**src/sv/strict_json_stream_validator_top_macros.svh**
```systemverilog
// Assertion helpers for the validator's output buffer module (sjv_out)
`ifndef STRICT_JSON_STREAM_VALIDATOR_TOP_MACROS_SVH
`define STRICT_JSON_STREAM_VALIDATOR_TOP_MACROS_SVH

// Same-cycle implication, checked outside reset
`define SJV_ASSERT_IMP(lbl, ante, cons) \
  lbl: assert property (@(posedge clk) disable iff (!rst_n) (ante) |-> (cons)) \
    else $error("sjv assertion failed");

// Next-cycle implication, checked outside reset
`define SJV_ASSERT_NXT(lbl, ante, cons) \
  lbl: assert property (@(posedge clk) disable iff (!rst_n) (ante) |=> (cons)) \
    else $error("sjv assertion failed");

`endif

```
**src/sv/sjv_pkg.sv**
```systemverilog
package sjv_pkg;

  localparam int MAX_RES = 5;

  // Event codes
  localparam logic [3:0] EV_OBJ_OPEN  = 4'd0;
  localparam logic [3:0] EV_OBJ_CLOSE = 4'd1;
  localparam logic [3:0] EV_ARR_OPEN  = 4'd2;
  localparam logic [3:0] EV_ARR_CLOSE = 4'd3;
  localparam logic [3:0] EV_KEY_BYTE  = 4'd4;
  localparam logic [3:0] EV_KEY_END   = 4'd5;
  localparam logic [3:0] EV_STR_BYTE  = 4'd6;
  localparam logic [3:0] EV_STR_END   = 4'd7;
  localparam logic [3:0] EV_NUM_CHAR  = 4'd8;
  localparam logic [3:0] EV_NUM_END   = 4'd9;
  localparam logic [3:0] EV_TRUE      = 4'd10;
  localparam logic [3:0] EV_FALSE     = 4'd11;
  localparam logic [3:0] EV_NULL      = 4'd12;
  localparam logic [3:0] EV_DONE      = 4'd13;
  localparam logic [3:0] EV_ERROR     = 4'd14;

  // Grammar modes
  localparam logic [4:0] M_BOM       = 5'd0;
  localparam logic [4:0] M_VALUE     = 5'd1;
  localparam logic [4:0] M_ARR_FIRST = 5'd2;
  localparam logic [4:0] M_OBJ_FIRST = 5'd3;
  localparam logic [4:0] M_KEY_EXP   = 5'd4;
  localparam logic [4:0] M_COLON     = 5'd5;
  localparam logic [4:0] M_AFTER     = 5'd6;
  localparam logic [4:0] M_ERR       = 5'd7;
  localparam logic [4:0] M_NSIGN     = 5'd8;
  localparam logic [4:0] M_NZERO     = 5'd9;
  localparam logic [4:0] M_NINT      = 5'd10;
  localparam logic [4:0] M_NFRAC0    = 5'd11;
  localparam logic [4:0] M_NFRAC     = 5'd12;
  localparam logic [4:0] M_NEXP0     = 5'd13;
  localparam logic [4:0] M_NEXPSIGN  = 5'd14;
  localparam logic [4:0] M_NEXP      = 5'd15;
  localparam logic [4:0] M_TRUE      = 5'd16;
  localparam logic [4:0] M_FALSE     = 5'd17;
  localparam logic [4:0] M_NULL      = 5'd18;
  localparam logic [4:0] M_SCH       = 5'd20;
  localparam logic [4:0] M_SESC      = 5'd21;
  localparam logic [4:0] M_SHEX      = 5'd22;
  localparam logic [4:0] M_SLOW      = 5'd23;
  localparam logic [4:0] M_KCH       = 5'd24;
  localparam logic [4:0] M_KESC      = 5'd25;
  localparam logic [4:0] M_KHEX      = 5'd26;
  localparam logic [4:0] M_KLOW      = 5'd27;

  // Configuration register indexes
  localparam logic [0:0] CFG_MAX_DEPTH = 1'd0;
  localparam logic [0:0] CFG_MAX_NLEN  = 1'd1;

  // Results caused by one input byte
  typedef struct packed {
    logic [MAX_RES-1:0][3:0] ev;
    logic [MAX_RES-1:0][7:0] data;
    logic [2:0]              cnt;
    logic [15:0]             line;
  } bundle_t;

  // Scratch grammar state of fixed width
  typedef struct packed {
    logic [4:0]  mode;
    logic [15:0] hex;
    logic [9:0]  pend;
    logic [2:0]  hcnt;
    logic [5:0]  nlen;
    logic [2:0]  lpos;
    logic [1:0]  bom;
  } gst_t;

  localparam gst_t GST_RESET = '{mode: M_BOM, hex: '0, pend: '0, hcnt: '0,
                                 nlen: '0, lpos: '0, bom: '0};

  // Append one result, dropping it when the bundle is full
  function automatic bundle_t add_ev(bundle_t b, logic [3:0] ev, logic [7:0] d);
    bundle_t r;
    r = b;
    if (int'(b.cnt) < MAX_RES) begin
      r.ev[b.cnt]   = ev;
      r.data[b.cnt] = d;
      r.cnt         = b.cnt + 3'd1;
    end
    return r;
  endfunction

  // Hex digit value, 16 when the byte is no hex digit
  function automatic logic [4:0] hex_of(logic [7:0] c);
    logic [4:0] r;
    r = 5'd16;
    if (c >= "0" && c <= "9") r = 5'(c - "0");
    else if (c >= "a" && c <= "f") r = 5'(c - "a" + 8'd10);
    else if (c >= "A" && c <= "F") r = 5'(c - "A" + 8'd10);
    return r;
  endfunction

  // Expected character of a literal word at a position
  function automatic logic [7:0] lit_char(logic [4:0] mode, logic [2:0] pos);
    logic [7:0] r;
    r = 8'd0;
    if (mode == M_TRUE) begin
      case (pos)
        3'd0: r = "t";
        3'd1: r = "r";
        3'd2: r = "u";
        3'd3: r = "e";
        default: r = 8'd0;
      endcase
    end else if (mode == M_FALSE) begin
      case (pos)
        3'd0: r = "f";
        3'd1: r = "a";
        3'd2: r = "l";
        3'd3: r = "s";
        3'd4: r = "e";
        default: r = 8'd0;
      endcase
    end else begin
      case (pos)
        3'd0: r = "n";
        3'd1: r = "u";
        3'd2: r = "l";
        3'd3: r = "l";
        default: r = 8'd0;
      endcase
    end
    return r;
  endfunction

endpackage

```
**src/sv/sjv_ram.sv**
```systemverilog
module sjv_ram #(
  parameter int WIDTH = 1,
  parameter int DEPTH = 64
) (
  input  logic                     clk,
  input  logic                     we,
  input  logic [$clog2(DEPTH)-1:0] waddr,
  input  logic [WIDTH-1:0]         wdata,
  input  logic [$clog2(DEPTH)-1:0] raddr,
  output logic [WIDTH-1:0]         rdata
);

  logic [WIDTH-1:0] mem [DEPTH];
  logic [WIDTH-1:0] rdata_r;

  // Write port and registered read port
  always_ff @(posedge clk) begin
    if (we) begin
      mem[waddr] <= wdata;
    end
    rdata_r <= mem[raddr];
  end

  assign rdata = rdata_r;

endmodule

```
**src/sv/sjv_core.sv**
```systemverilog
module sjv_core #(
  parameter int STACK_DEPTH = 64,
  parameter int LINE_BITS   = 16
) (
  input  logic            clk,
  input  logic            rst_n,
  input  logic            accept,
  input  logic [7:0]      byte_value,
  input  logic            end_of_text,
  input  logic            cfg_we,
  input  logic [0:0]      cfg_idx,
  input  logic [6:0]      cfg_wdata,
  output sjv_pkg::bundle_t bundle
);
  import sjv_pkg::*;

  localparam int AW = $clog2(STACK_DEPTH);
  localparam int DW = $clog2(STACK_DEPTH + 1);
  localparam int CW = (DW > 7 ? DW : 7) + 1;
  localparam logic [LINE_BITS-1:0] LINE_TOP = '1;

  gst_t                 st_r, st_nxt;
  logic [DW-1:0]        dep_r, dep_nxt;
  logic [LINE_BITS-1:0] line_r, line_nxt;
  logic [6:0]           maxd_r;
  logic [5:0]           maxn_r;
  logic                 byp_r, bkind_r;
  logic                 ram_rd;
  logic                 top_kind;
  logic                 push;
  logic                 push_kind;
  logic [AW-1:0]        raddr;
  logic [DW-1:0]        rdep;
  logic [CW-1:0]        lim;
  bundle_t              b;

  // Container-kind stack, top entry read ahead from the next depth
  sjv_ram #(.WIDTH(1), .DEPTH(STACK_DEPTH)) u_stack (
    .clk   (clk),
    .we    (accept && push),
    .waddr (dep_r[AW-1:0]),
    .wdata (push_kind),
    .raddr (raddr),
    .rdata (ram_rd)
  );

  assign top_kind = byp_r ? bkind_r : ram_rd;
  assign rdep     = (accept ? dep_nxt : dep_r) - DW'(1);
  assign raddr    = rdep[AW-1:0];
  assign lim      = (CW'(maxd_r) < CW'(STACK_DEPTH)) ? CW'(maxd_r) : CW'(STACK_DEPTH);

  // Grammar step for one byte
  always_comb begin
    gst_t          s;
    logic [DW-1:0] dep;
    logic [LINE_BITS-1:0] ln;
    logic [47:0]   lw;
    logic [7:0]    c;
    logic          ws, dig, ee, kmode;
    logic [4:0]    hv, base, num_next;
    logic [3:0]    sev;
    logic [15:0]   hx;
    logic [20:0]   cp;
    logic [2:0]    llen;
    logic          do_fail, do_ws, go_start, go_num, go_after, go_close, close_kind;
    logic          go_utf;

    s = st_r; dep = dep_r; ln = line_r; b = '0;
    c = byte_value;
    ws = (c == " ") || (c == 8'h09) || (c == 8'h0D) || (c == 8'h0A);
    dig = (c >= "0") && (c <= "9");
    ee = (c == "e") || (c == "E");
    kmode = (st_r.mode >= M_KCH);
    base = kmode ? M_KCH : M_SCH;
    sev = kmode ? EV_KEY_BYTE : EV_STR_BYTE;
    hv = hex_of(c);
    hx = {st_r.hex[11:0], hv[3:0]};
    cp = '0;
    llen = (st_r.mode == M_FALSE) ? 3'd5 : 3'd4;
    num_next = M_NINT;
    do_fail = 1'b0; do_ws = 1'b0; go_start = 1'b0; go_num = 1'b0;
    go_after = 1'b0; go_close = 1'b0; close_kind = 1'b0; go_utf = 1'b0;
    push = 1'b0; push_kind = (c == "{");

    if (st_r.mode != M_ERR) begin
      unique case (st_r.mode) inside
        M_BOM: begin
          if (st_r.bom == 2'd0) begin
            if (c == 8'hEF) s.bom = 2'd1;
            else begin
              s.mode = M_VALUE;
              if (ws) do_ws = 1'b1; else go_start = 1'b1;
            end
          end else if (st_r.bom == 2'd1) begin
            if (c == 8'hBB) s.bom = 2'd2; else do_fail = 1'b1;
          end else begin
            if (c == 8'hBF) begin
              s.bom = 2'd0; s.mode = M_VALUE;
            end else do_fail = 1'b1;
          end
        end
        M_VALUE: begin
          if (ws) do_ws = 1'b1; else go_start = 1'b1;
        end
        M_ARR_FIRST: begin
          if (ws) do_ws = 1'b1;
          else if (c == "]") begin
            go_close = 1'b1; close_kind = 1'b0;
          end else go_start = 1'b1;
        end
        M_OBJ_FIRST, M_KEY_EXP: begin
          if (ws) do_ws = 1'b1;
          else if (c == "}" && st_r.mode == M_OBJ_FIRST) begin
            go_close = 1'b1; close_kind = 1'b1;
          end else if (c == "\"") s.mode = M_KCH;
          else do_fail = 1'b1;
        end
        M_COLON: begin
          if (ws) do_ws = 1'b1;
          else if (c == ":" && (CW'(dep_r) + CW'(1)) <= lim) s.mode = M_VALUE;
          else do_fail = 1'b1;
        end
        M_AFTER: go_after = 1'b1;
        M_NSIGN: begin
          if (c == "0") begin go_num = 1'b1; num_next = M_NZERO; end
          else if (dig) begin go_num = 1'b1; num_next = M_NINT; end
          else do_fail = 1'b1;
        end
        M_NZERO, M_NINT: begin
          if (st_r.mode == M_NINT && dig) begin go_num = 1'b1; num_next = M_NINT; end
          else if (c == ".") begin go_num = 1'b1; num_next = M_NFRAC0; end
          else if (ee) begin go_num = 1'b1; num_next = M_NEXP0; end
          else begin
            b = add_ev(b, EV_NUM_END, 8'd0); s.mode = M_AFTER; go_after = 1'b1;
          end
        end
        M_NFRAC0: begin
          if (dig) begin go_num = 1'b1; num_next = M_NFRAC; end
          else do_fail = 1'b1;
        end
        M_NFRAC: begin
          if (dig) begin go_num = 1'b1; num_next = M_NFRAC; end
          else if (ee) begin go_num = 1'b1; num_next = M_NEXP0; end
          else begin
            b = add_ev(b, EV_NUM_END, 8'd0); s.mode = M_AFTER; go_after = 1'b1;
          end
        end
        M_NEXP0: begin
          if (c == "+" || c == "-") begin go_num = 1'b1; num_next = M_NEXPSIGN; end
          else if (dig) begin go_num = 1'b1; num_next = M_NEXP; end
          else do_fail = 1'b1;
        end
        M_NEXPSIGN: begin
          if (dig) begin go_num = 1'b1; num_next = M_NEXP; end
          else do_fail = 1'b1;
        end
        M_NEXP: begin
          if (dig) begin go_num = 1'b1; num_next = M_NEXP; end
          else begin
            b = add_ev(b, EV_NUM_END, 8'd0); s.mode = M_AFTER; go_after = 1'b1;
          end
        end
        M_TRUE, M_FALSE, M_NULL: begin
          if (st_r.lpos >= llen || c != lit_char(st_r.mode, st_r.lpos)) do_fail = 1'b1;
          else begin
            s.lpos = st_r.lpos + 3'd1;
            if (s.lpos == llen) begin
              b = add_ev(b, (st_r.mode == M_TRUE) ? EV_TRUE :
                            ((st_r.mode == M_FALSE) ? EV_FALSE : EV_NULL), 8'd0);
              s.mode = M_AFTER;
            end
          end
        end
        M_SCH, M_KCH: begin
          if (c == "\"") begin
            b = add_ev(b, kmode ? EV_KEY_END : EV_STR_END, 8'd0);
            s.mode = kmode ? M_COLON : M_AFTER;
          end else if (c < 8'h20) do_fail = 1'b1;
          else if (c == "\\") s.mode = base + 5'd1;
          else b = add_ev(b, sev, c);
        end
        M_SESC, M_KESC: begin
          s.mode = base;
          case (c)
            "\"", "\\", "/": b = add_ev(b, sev, c);
            "b": b = add_ev(b, sev, 8'h08);
            "f": b = add_ev(b, sev, 8'h0C);
            "n": b = add_ev(b, sev, 8'h0A);
            "r": b = add_ev(b, sev, 8'h0D);
            "t": b = add_ev(b, sev, 8'h09);
            "u": begin
              s.mode = base + 5'd2; s.hcnt = 3'd0; s.hex = 16'd0;
            end
            default: do_fail = 1'b1;
          endcase
        end
        M_SHEX, M_KHEX: begin
          if (hv[4]) do_fail = 1'b1;
          else begin
            s.hex = hx;
            s.hcnt = st_r.hcnt + 3'd1;
            if (s.hcnt == 3'd4) begin
              if (hx >= 16'hD800 && hx <= 16'hDBFF) begin
                s.pend = hx[9:0]; s.hcnt = 3'd0; s.mode = base + 5'd3;
              end else if (hx >= 16'hDC00 && hx <= 16'hDFFF) do_fail = 1'b1;
              else begin
                go_utf = 1'b1; cp = 21'(hx); s.mode = base;
              end
            end
          end
        end
        M_SLOW, M_KLOW: begin
          if (st_r.hcnt == 3'd0) begin
            if (c == "\\") s.hcnt = 3'd1; else do_fail = 1'b1;
          end else if (st_r.hcnt == 3'd1) begin
            if (c == "u") begin s.hcnt = 3'd2; s.hex = 16'd0; end
            else do_fail = 1'b1;
          end else if (hv[4]) do_fail = 1'b1;
          else begin
            s.hex = hx;
            s.hcnt = st_r.hcnt + 3'd1;
            if (s.hcnt == 3'd6) begin
              if (hx < 16'hDC00 || hx > 16'hDFFF) do_fail = 1'b1;
              else begin
                go_utf = 1'b1;
                cp = 21'h10000 + {1'b0, st_r.pend, hx[9:0]};
                s.mode = base;
              end
            end
          end
        end
        default: do_fail = 1'b1;
      endcase

      // Start a value
      if (go_start) begin
        if ((CW'(dep_r) + CW'(1)) > lim) do_fail = 1'b1;
        else if (c == "{" || c == "[") begin
          push = 1'b1;
          dep = dep_r + DW'(1);
          b = add_ev(b, (c == "{") ? EV_OBJ_OPEN : EV_ARR_OPEN, 8'd0);
          s.mode = (c == "{") ? M_OBJ_FIRST : M_ARR_FIRST;
        end else if (c == "\"") s.mode = M_SCH;
        else if (c == "t" || c == "f" || c == "n") begin
          s.lpos = 3'd1;
          s.mode = (c == "t") ? M_TRUE : ((c == "f") ? M_FALSE : M_NULL);
        end else if (c == "-" || dig) begin
          s.nlen = 6'd0;
          go_num = 1'b1;
          num_next = (c == "-") ? M_NSIGN : ((c == "0") ? M_NZERO : M_NINT);
        end else do_fail = 1'b1;
      end

      // Take one number character
      if (go_num) begin
        if ((7'(s.nlen) + 7'd1) > 7'(maxn_r)) do_fail = 1'b1;
        else begin
          s.nlen = s.nlen + 6'd1;
          b = add_ev(b, EV_NUM_CHAR, c);
          s.mode = num_next;
        end
      end

      // Byte after a value
      if (go_after) begin
        if (ws) do_ws = 1'b1;
        else if (dep_r == '0) do_fail = 1'b1;
        else if (c == ",") s.mode = top_kind ? M_KEY_EXP : M_VALUE;
        else if (c == "]") begin go_close = 1'b1; close_kind = 1'b0; end
        else if (c == "}") begin go_close = 1'b1; close_kind = 1'b1; end
        else do_fail = 1'b1;
      end

      // Close a container
      if (go_close) begin
        if (dep_r == '0 || top_kind != close_kind) do_fail = 1'b1;
        else begin
          b = add_ev(b, close_kind ? EV_OBJ_CLOSE : EV_ARR_CLOSE, 8'd0);
          dep = dep_r - DW'(1);
          s.mode = M_AFTER;
        end
      end

      // Count newlines outside strings
      if (do_ws && c == 8'h0A && line_r != LINE_TOP) ln = line_r + LINE_BITS'(1);

      // Re-encode a code point as UTF-8
      if (go_utf) begin
        if (cp < 21'h80) b = add_ev(b, sev, cp[7:0]);
        else if (cp < 21'h800) begin
          b = add_ev(b, sev, 8'hC0 | 8'(cp >> 6));
          b = add_ev(b, sev, {2'b10, cp[5:0]});
        end else if (cp < 21'h10000) begin
          b = add_ev(b, sev, 8'hE0 | 8'(cp >> 12));
          b = add_ev(b, sev, {2'b10, cp[11:6]});
          b = add_ev(b, sev, {2'b10, cp[5:0]});
        end else begin
          b = add_ev(b, sev, 8'hF0 | 8'(cp >> 18));
          b = add_ev(b, sev, {2'b10, cp[17:12]});
          b = add_ev(b, sev, {2'b10, cp[11:6]});
          b = add_ev(b, sev, {2'b10, cp[5:0]});
        end
      end

      if (do_fail) begin
        b = add_ev(b, EV_ERROR, 8'd0);
        s.mode = M_ERR;
      end

      // Close out the document
      if (end_of_text && s.mode != M_ERR) begin
        if (s.mode == M_NZERO || s.mode == M_NINT || s.mode == M_NFRAC ||
            s.mode == M_NEXP) begin
          b = add_ev(b, EV_NUM_END, 8'd0);
          s.mode = M_AFTER;
        end
        if (s.mode == M_AFTER && dep == '0) b = add_ev(b, EV_DONE, 8'd0);
        else begin
          b = add_ev(b, EV_ERROR, 8'd0);
          s.mode = M_ERR;
        end
      end
    end

    lw = 48'(ln);
    b.line = lw[15:0];

    // Fresh document after the end flag
    if (end_of_text) begin
      s = GST_RESET; dep = '0; ln = LINE_BITS'(1);
    end
    st_nxt = s; dep_nxt = dep; line_nxt = ln;
  end

  assign bundle = b;

  // State registers
  always_ff @(posedge clk) begin
    if (!rst_n) begin
      st_r    <= GST_RESET;
      dep_r   <= '0;
      line_r  <= LINE_BITS'(1);
      maxd_r  <= 7'd64;
      maxn_r  <= 6'd63;
      byp_r   <= 1'b0;
      bkind_r <= 1'b0;
    end else begin
      if (accept) begin
        st_r   <= st_nxt;
        dep_r  <= dep_nxt;
        line_r <= line_nxt;
      end
      byp_r   <= accept && push;
      bkind_r <= push_kind;
      if (cfg_we) begin
        unique case (cfg_idx)
          CFG_MAX_DEPTH: maxd_r <= cfg_wdata;
          CFG_MAX_NLEN:  maxn_r <= cfg_wdata[5:0];
          default: ;
        endcase
      end
    end
  end

endmodule

```
**src/sv/sjv_out.sv**
```systemverilog
module sjv_out (
  input  logic             clk,
  input  logic             rst_n,
  input  logic             load,
  input  sjv_pkg::bundle_t bundle,
  output logic             free,
  output logic             out_tvalid,
  input  logic             out_tready,
  output logic [31:0]      out_tdata,
  output logic             out_tlast
);
  import sjv_pkg::*;

  `include "strict_json_stream_validator_top_macros.svh"

  bundle_t    bund_r;
  logic       bv_r;
  logic [2:0] idx_r;
  logic       at_end;

  assign at_end     = (idx_r == bund_r.cnt - 3'd1);
  assign free       = !bv_r || (out_tready && at_end);
  assign out_tvalid = bv_r;
  assign out_tlast  = at_end;
  assign out_tdata  = {4'd0, bund_r.line, bund_r.data[idx_r], bund_r.ev[idx_r]};

  // Hold the bundle and step through its words
  always_ff @(posedge clk) begin
    if (!rst_n) begin
      bv_r  <= 1'b0;
      idx_r <= 3'd0;
    end else if (load) begin
      bv_r  <= 1'b1;
      idx_r <= 3'd0;
    end else if (bv_r && out_tready) begin
      if (at_end) bv_r <= 1'b0;
      idx_r <= idx_r + 3'd1;
    end
  end

  always_ff @(posedge clk) begin
    if (load) begin
      bund_r <= bundle;
    end
  end

  `SJV_ASSERT_IMP(a_idx_in_range, bv_r, idx_r < bund_r.cnt)
  `SJV_ASSERT_IMP(a_load_when_free, load, free && bundle.cnt != 3'd0)
  `SJV_ASSERT_NXT(a_load_restarts, load, bv_r && idx_r == 3'd0)
  `SJV_ASSERT_NXT(a_stall_holds, bv_r && !out_tready && !load, $stable(idx_r) && bv_r)

endmodule

```
**src/sv/strict_json_stream_validator_top.sv**
```systemverilog
// The first word of a byte appears in the cycle after the byte is accepted.
// Throughput: one byte per cycle while each byte yields at most one word and
// out_tready is high; the output word buffer holds the input until a byte's last word is taken.
// Reset: synchronous, active-low rst_n; registers return to max_depth 64 and
// max_number_len 63, the grammar to its document start. No stack clearing pass.
module strict_json_stream_validator_top #(
  parameter int STACK_DEPTH = 64,
  parameter int LINE_BITS   = 16
) (
  input  logic        clk,
  input  logic        rst_n,
  input  logic        in_tvalid,
  output logic        in_tready,
  input  logic [7:0]  in_tdata,   // [7:0] byte_value
  input  logic        in_tlast,   // end_of_text
  output logic        out_tvalid,
  input  logic        out_tready,
  output logic [31:0] out_tdata,  // [3:0] event_res, [11:4] data_byte, [27:12] line
  output logic        out_tlast,  // last
  input  logic        cfg_valid,
  output logic        cfg_ready,
  input  logic [0:0]  cfg_index,
  input  logic [6:0]  cfg_data
);
  import sjv_pkg::*;

  bundle_t bundle;
  logic    accept;
  logic    free;

  assign in_tready = free;
  assign accept    = in_tvalid && free;
  assign cfg_ready = 1'b1;

  sjv_core #(.STACK_DEPTH(STACK_DEPTH), .LINE_BITS(LINE_BITS)) u_core (
    .clk         (clk),
    .rst_n       (rst_n),
    .accept      (accept),
    .byte_value  (in_tdata),
    .end_of_text (in_tlast),
    .cfg_we      (cfg_valid),
    .cfg_idx     (cfg_index),
    .cfg_wdata   (cfg_data),
    .bundle      (bundle)
  );

  sjv_out u_out (
    .clk        (clk),
    .rst_n      (rst_n),
    .load       (accept && bundle.cnt != 3'd0),
    .bundle     (bundle),
    .free       (free),
    .out_tvalid (out_tvalid),
    .out_tready (out_tready),
    .out_tdata  (out_tdata),
    .out_tlast  (out_tlast)
  );

endmodule
```
**config.mk**
```make
export PLATFORM = sky130hd
export DESIGN_NAME = strict_json_stream_validator_top
export DESIGN_NICKNAME = d
export VERILOG_FILES = /design/src/sv/sjv_pkg.sv /design/src/sv/sjv_ram.sv /design/src/sv/sjv_core.sv /design/src/sv/sjv_out.sv /design/src/sv/strict_json_stream_validator_top.sv
export VERILOG_INCLUDE_DIRS = /design/src /design/src/sv
export SDC_FILE = /design/constraint.sdc
export NUM_CORES = 1
export LEC_CHECK = 0
export ABC_AREA = 1
export BUFFER_PORTS_ARGS = -buffer_cell sky130_fd_sc_hd__buf_4
export CAP_MARGIN = 20
export CORE_UTILIZATION = 56
export CTS_CLUSTER_SIZE = 20
export DETAILED_ROUTE_END_ITERATION = 7
export PLACE_DENSITY = 0.73
export SLEW_MARGIN = 20
export SYNTH_ARGS = -nofsm -noshare
export SYNTH_HDL_FRONTEND = slang
export SYNTH_SLANG_ARGS = --single-unit
```
**constraint.sdc**
```tcl
create_clock -name clk -period 15.65 [get_ports clk]
set_input_delay 3.13 -clock clk [delete_from_list [all_inputs] [get_ports clk]]
set_output_delay 3.13 -clock clk [all_outputs]
set_load 0.1 [all_outputs]
```
* Yosys cells after proc, flatten, opt, wreduce, memory -nomap -nowiden
Memory sizes are Yosys's and may differ from the RTL's. A register that Yosys moved wholly into a read port is not among the register bits. Index checks and enable logic that the tools add are counted.
Storage, ports and cells: memory bits (read-only) 0, bits in latches 0, memories kept 1, RAM bits 64, logic and storage cells 748, bits in registers 162
Memory list:
- u_core.u_stack.mem | words 64, width 1, read ports 1, clocked after memory_dff 1, write ports 1, line sjv_ram.sv:13 | logic [WIDTH-1:0] mem [DEPTH];
Operators by class: bitwise operators 27, equality and inequality tests 84, shifts and indexed selects 0, mux-type cells 427, $add $sub $neg 33, multiply operators 0, div/mod/pow operators 0, $lt $le $gt $ge 62, reduce and logical (&&, ||, !) cells 87
Operators by type and width (number):
- 2-to-1 mux 63 bit | 49
- 2-to-1 mux 79 bit | 29
- one-hot mux 79 bit (6 select lines) | 1
- bitwise mux 40 bit | 11
- one-hot mux 62 bit (6 select lines) | 1
- demux 8 bit (select 3 bit) | 13
- 2-to-1 mux 5 bit | 60
- 2-to-1 mux 21 bit | 12
- AND 40 bit | 5
- NOT 40 bit | 5
- bitwise mux 20 bit | 9
- demux 4 bit (select 3 bit) | 13
- 2-to-1 mux 8 bit | 18
- 2-to-1 mux 1 bit | 117
- == test 8 x 7 -> 1 bit, second input constant | 13
- 2-to-1 mux 16 bit | 6
- 2-to-1 mux 45 bit | 2
- == test 8 x 6 -> 1 bit, second input constant | 9
- 2-to-1 mux 7 bit | 10
- 2-to-1 mux 4 bit | 16
- 2-to-1 mux 62 bit | 1
- == test 5 x 4 -> 1 bit, second input constant | 12
- less-than comparator 3 x 4 -> 1 bit, second input constant | 14
- == test 5 bit, second input constant | 11
- 107 further kinds | 283

* Depth between registers and ports, before layout
word-level depth 120, mapped depth 70, mapped depth without buffers 69

* Cells and area by module
From an unflattened synthesis, not the netlist that was laid out.
Unflattened totals: cell total of the unflattened synthesis 2696, area, all modules 18495.2 um^2
By module, submodules not included:
- sjv_core | area an instance 12051.6 um^2, times used 1, cells an instance 2107, seq. area each 1581.5 um^2
- sjv_out | area an instance 3358.2 um^2, times used 1, cells an instance 261, seq. area each 2452.4 um^2
- sjv_ram | area an instance 3050.4 um^2, times used 1, cells an instance 321, seq. area each 1941.9 um^2
- strict_json_stream_validator_top | area an instance 35.0 um^2, times used 1, cells an instance 7, seq. area each 0.0 um^2

* Least setup slack after synthesis
OpenSTA, ideal clock, no wires.
path kind input-to-reg, start point input port in_tdata[1], end point register u_out.bund_r[16] in the netlist's numbering, enable pin, slack 3077 ps, setup time 433 ps, stages on the path 58, arrival 12141 ps, cell sequence clkinv_1 -> ha_1 -> inv_1 -> nor2_1 -> nand3_1 -> nand2_1 -> nand3_1 -> nand2_1 -> nor2_1 -> a21boi_0 -> ha_1 -> nand4_2 -> xor2_1 -> ha_1 -> a21o_1 -> a21oi_1 -> a32o_1 -> o21ai_2 -> (+22 left out) -> nand3_2 -> nand2_1 -> nand2_1 -> nand2_2 -> ha_1 -> nand2_1 -> nand2_2 -> ha_1 -> nand2_2 -> nand2_4 -> ha_1 -> nand2_1 -> nand2_1 -> nand3_1 -> nand2_1 -> nand3_1 -> nand2_2 -> inv_1
On the way: longest elaborated chain between the ends 67, elaborated cells on any way between the ends 396
Ends and longest elaborated chain:
- start: declaration | line strict_json_stream_validator_top.sv:14 | input logic [7:0] in_tdata,
- branches (longest 63 deep; another with >= comparator 8 x 6 -> 1 bit)
- 2-to-1 mux 79 bit (*) | line sjv_core.sv:311 | if (end_of_text && s.mode != M_ERR) begin
- 2-to-1 mux 19 bit (*) | line sjv_core.sv:85 | if (st_r.mode != M_ERR) begin
- nonzero test 3 bit (*) | line strict_json_stream_validator_top.sv:50 | .load (accept && bundle.cnt != 3'd0),
- logical AND 1 bit (*) | line strict_json_stream_validator_top.sv:50
- named net u_out.load | line sjv_out.sv:4 | input logic load,
- end signal: assignment | line sjv_out.sv:43 | bund_r <= bundle;
- end: declaration | line sjv_out.sv:16 | bundle_t bund_r;
Mark *: on every way through the listed nets, which the timed path passes. The select of a mux whose other input is x is not followed. A chain may end at the register's enable or synchronous reset.

* Worst setup path after layout
start point input port in_tdata[0], end point register u_out.bund_r[52] in the netlist's numbering, enable pin
The elaborated chain is that of the path after synthesis.

==> impl_results.md <==
- Outcome: completed
- Initial antenna violation count: 0
- CTS clk-pin slew, worst paths: 0.06 ns
- Final setup fails: 0
- Max-cap viol count: 0
- Multiplexer area fraction after synthesis: 0.123%
- Async SR Flop Fraction: 0%
- Seq/Total Area, Yosys: 34.5%
- Drt wl/cell: 20.2 µm
- CTS Buf Count: 25
- # rows: 64
- Fraction of the mapped netlist area in adder cells: 3.54%
- Pins over their slew limit: 0
- Die H: 178 µm
- Mapped Area: 17,300 µm²
- Number of flops mapped to enable cells by yosys: 143
- Area grow syn2layout: 7.90%
- First-pass GRT wire length: 88,000 µm
- CP max FO: 41
- Maximum clock rate: 76.4 MHz
- DIE WIDTH: 178 µm
- H-tree levels: 1
- Final WS setup: 2.55 ns
- CP Launch Type: input pin
- Clock buffer depth: 3
- WS Path Type: input pin to flip-flop
- Worst path slowest cell: clkinv_2
- Post-synthesis average cell area: 7.12 µm²
- RSZ-0062 raised after global routing: false
- Place WS: 2.09 ns
- DRC viols: 0
- Final GP Congestion: 1.04
- Hold crit path type: flip-flop to flip-flop
- Antenna diode count: 0
- I/O pin count: 58
- Die area: 31,600 µm²
- Yosys cell types: 79
- Worst EP arrival: 13.33 ns
- Hold_buf cts: 0
- Worst-skew pair later-pin latency: 0.54 ns
- Clock sinks: 227
- VDD IR-drop max: 0.135 mV
- Synth Area in Simple Gates: 29.8%
- CTS resizes: 0
- Worst Max-Slew Pin Slew: 1.05 ns
- Pin count of the biggest net entering global routing: 66
- Number of DRC markers in iteration 0: 2,109
- DRT antenna net count: 0
- CP endpoint kind: flip-flop
- Cell mode on critical path: nand2_1
- Via density: 6.16
- DRT Pass-1 Iters: 6
- Synth Area in Compound Gates: 19.9%
- Mapped Cells: 2,431
- Setup Buffers After CTS: 0
- Fin Clk Skew: 0.0103 ns
- Fin crit period: 13.10 ns
- Static Leak: 7.79 nW
- Slew HR: 29.5%
- Layout fillers: 2,756
- Top FF cell, synth: edfxtp_1
- GR Overflow Total: 0
- Setup TNS: 0 ns
- P per Cell Area: 139 nW/µm²
- Fraction of layout cells with a size suffix above 1: 10.9%
- Routed wire length: 57,300 µm
- TritonCTS clock tree: built
- Overall routing resource usage: 36.0%
- Final nets: 2,494
- Synth warn: 0
- Port bufs: 52
- Final Cycle Share: 83.7%
- Largest family of logic cells by synthesized area: simple AND/OR/NAND/NOR gates
- XOR/XNOR share of the synthesized area: 2.12%
- Initial Util: 56.8%
- Vias: 17,500
- Root Driver: clkbuf_16
- Required @ worst endpoint: 15.88 ns
- Yosys reg bits: 227
- Final Hold Violating Endpoints: 0
- Core ar.: 30,500 µm²
- Vias in the first global route: 16,000
- Most frequent cells in the layout: nand2_1 (461), nor2_1 (323), inv_1 (271)
- Max incr delay on CP: 0.61 ns
- Dpl hpwl: 42,800 µm
- Most common cell after layout, fill and taps aside: nand2_1
cell families (layout without fill, tap and decap cells):
| logic type | after synthesis | count (layout) |
|---|---|---|
| and+or+nand+nor | 1126 | 1126 |
| AOI/OAI and AO/OA | 568 | 568 |
| buffers and inverters | 416 | 423 |
| DFF | 227 | 227 |
| adders and majority gates | 49 | 49 |
| xor gates and xnor gates | 41 | 41 |
| other | 2 | 6 |
| muxes | 2 | 2 |
layer usage:
layer / wire, µm / GRT usage (%) / up-vias
li1: - / - / 8262
met4: 2530 / 15.5 / 0
met3: 4420 / 4.63 / 141
met2: 26500 / 59.6 / 867
met5: 0 / 0 / -
met1: 23800 / 46.8 / 8212
synthesized netlist by cell type (all sizes together), types with 5 or more instances:
cell | instances | share of area, %
nand2 | 504 | 12
nor2 | 351 | 8.4
inv | 304 | 6.6
a21oi | 193 | 5.9
o21ai | 192 | 5.6
edfxtp | 143 | 25
nand3 | 142 | 4.7
dfxtp | 84 | 9.7
clkbuf | 62 | 1.3
nor3 | 53 | 1.7
ha | 49 | 3.5
buf | 44 | 1.9
nand4 | 40 | 1.7
o211ai | 38 | 1.7
xor2 | 31 | 1.6
a31oi | 22 | 0.79
a211oi | 21 | 0.91
nor4 | 18 | 0.69
o22ai | 17 | 0.61
o221ai | 15 | 0.76
o2111ai | 14 | 0.71
a221o | 13 | 0.75
xnor2 | 10 | 0.51
or2 | 9 | 0.35
o311ai | 8 | 0.40
clkinv | 6 | 0.13
o31ai | 5 | 0.25
final timing paths:
check                                startpoint               end  slack (ns)  depth (start not counted)
worst max-delay path                in_tdata[0]  u_out.bund_r[52]        2.55                         58
worst min-delay path            u_core.st_r[29]   u_core.st_r[29]        0.47                          2
worst max register to register  u_core.dep_r[3]  u_out.bund_r[52]        3.94                         63
worst min register to register  u_core.st_r[29]   u_core.st_r[29]        0.47                          2
report_power, final:
part | switching [mW] | internal (mW) | total, mW
sequential | 0.0515 | 0.796 | 0.847
clock | 0.257 | 0.379 | 0.636
combinational | 0.863 | 0.245 | 1.11
state kept, by name, indices dropped and copies added, names as in the netlist:
signal and count:
u_core.bkind_r 1, u_core.dep_r 7, u_core.maxd_r 7, u_core.st_r 41, u_core.byp_r 1, u_core.maxn_r 6, u_core.u_stack.mem 64, u_out.idx_r 3
u_out.out_tvalid 1, u_core.u_stack.rdata 1, u_out.out_tdata 16, u_out.bund_r 63, u_core.line_r 16
final cells by class:
cell class	instances	area, µm²	area share (%)
clock buffer	29	672	3.60
clock inverter	17	219	1.17
inverter	310	1160	6.23
multi-input combinational	1792	9660	51.7
sequential	227	5980	32.0
tap	396	495	2.65
timing repair buffer	67	503	2.69
through the flow:
stage | area, µm² | util, % | instances | power (mW) | hold slack (ns)
after floorplan | 17300 | - | 2435 | 1.72 | 0.430
after global routing | 18700 | 61.2 | 2838 | 2.70 | 0.488
after global placement | 17800 | 58.3 | 2792 | 1.94 | 0.452
after CTS | 18700 | 61.2 | 2838 | 2.59 | 0.468
final | 18700 | 61.2 | 2838 | 2.59 | 0.465
after detailed placement | 17800 | 58.3 | 2792 | 1.95 | 0.455
critical path, delay by kind of cell:
kind | cells | cell delay (ns)
AOI/OAI and AO/OA | 8 | 1.80
buffers and inverters | 12 | 2.40
xor gates and xnor gates | 1 | 0.18
and+or+nand+nor | 27 | 2.98
adders and majority gates | 10 | 2.78
No activity file was read; power rests on OpenSTA's default activity.
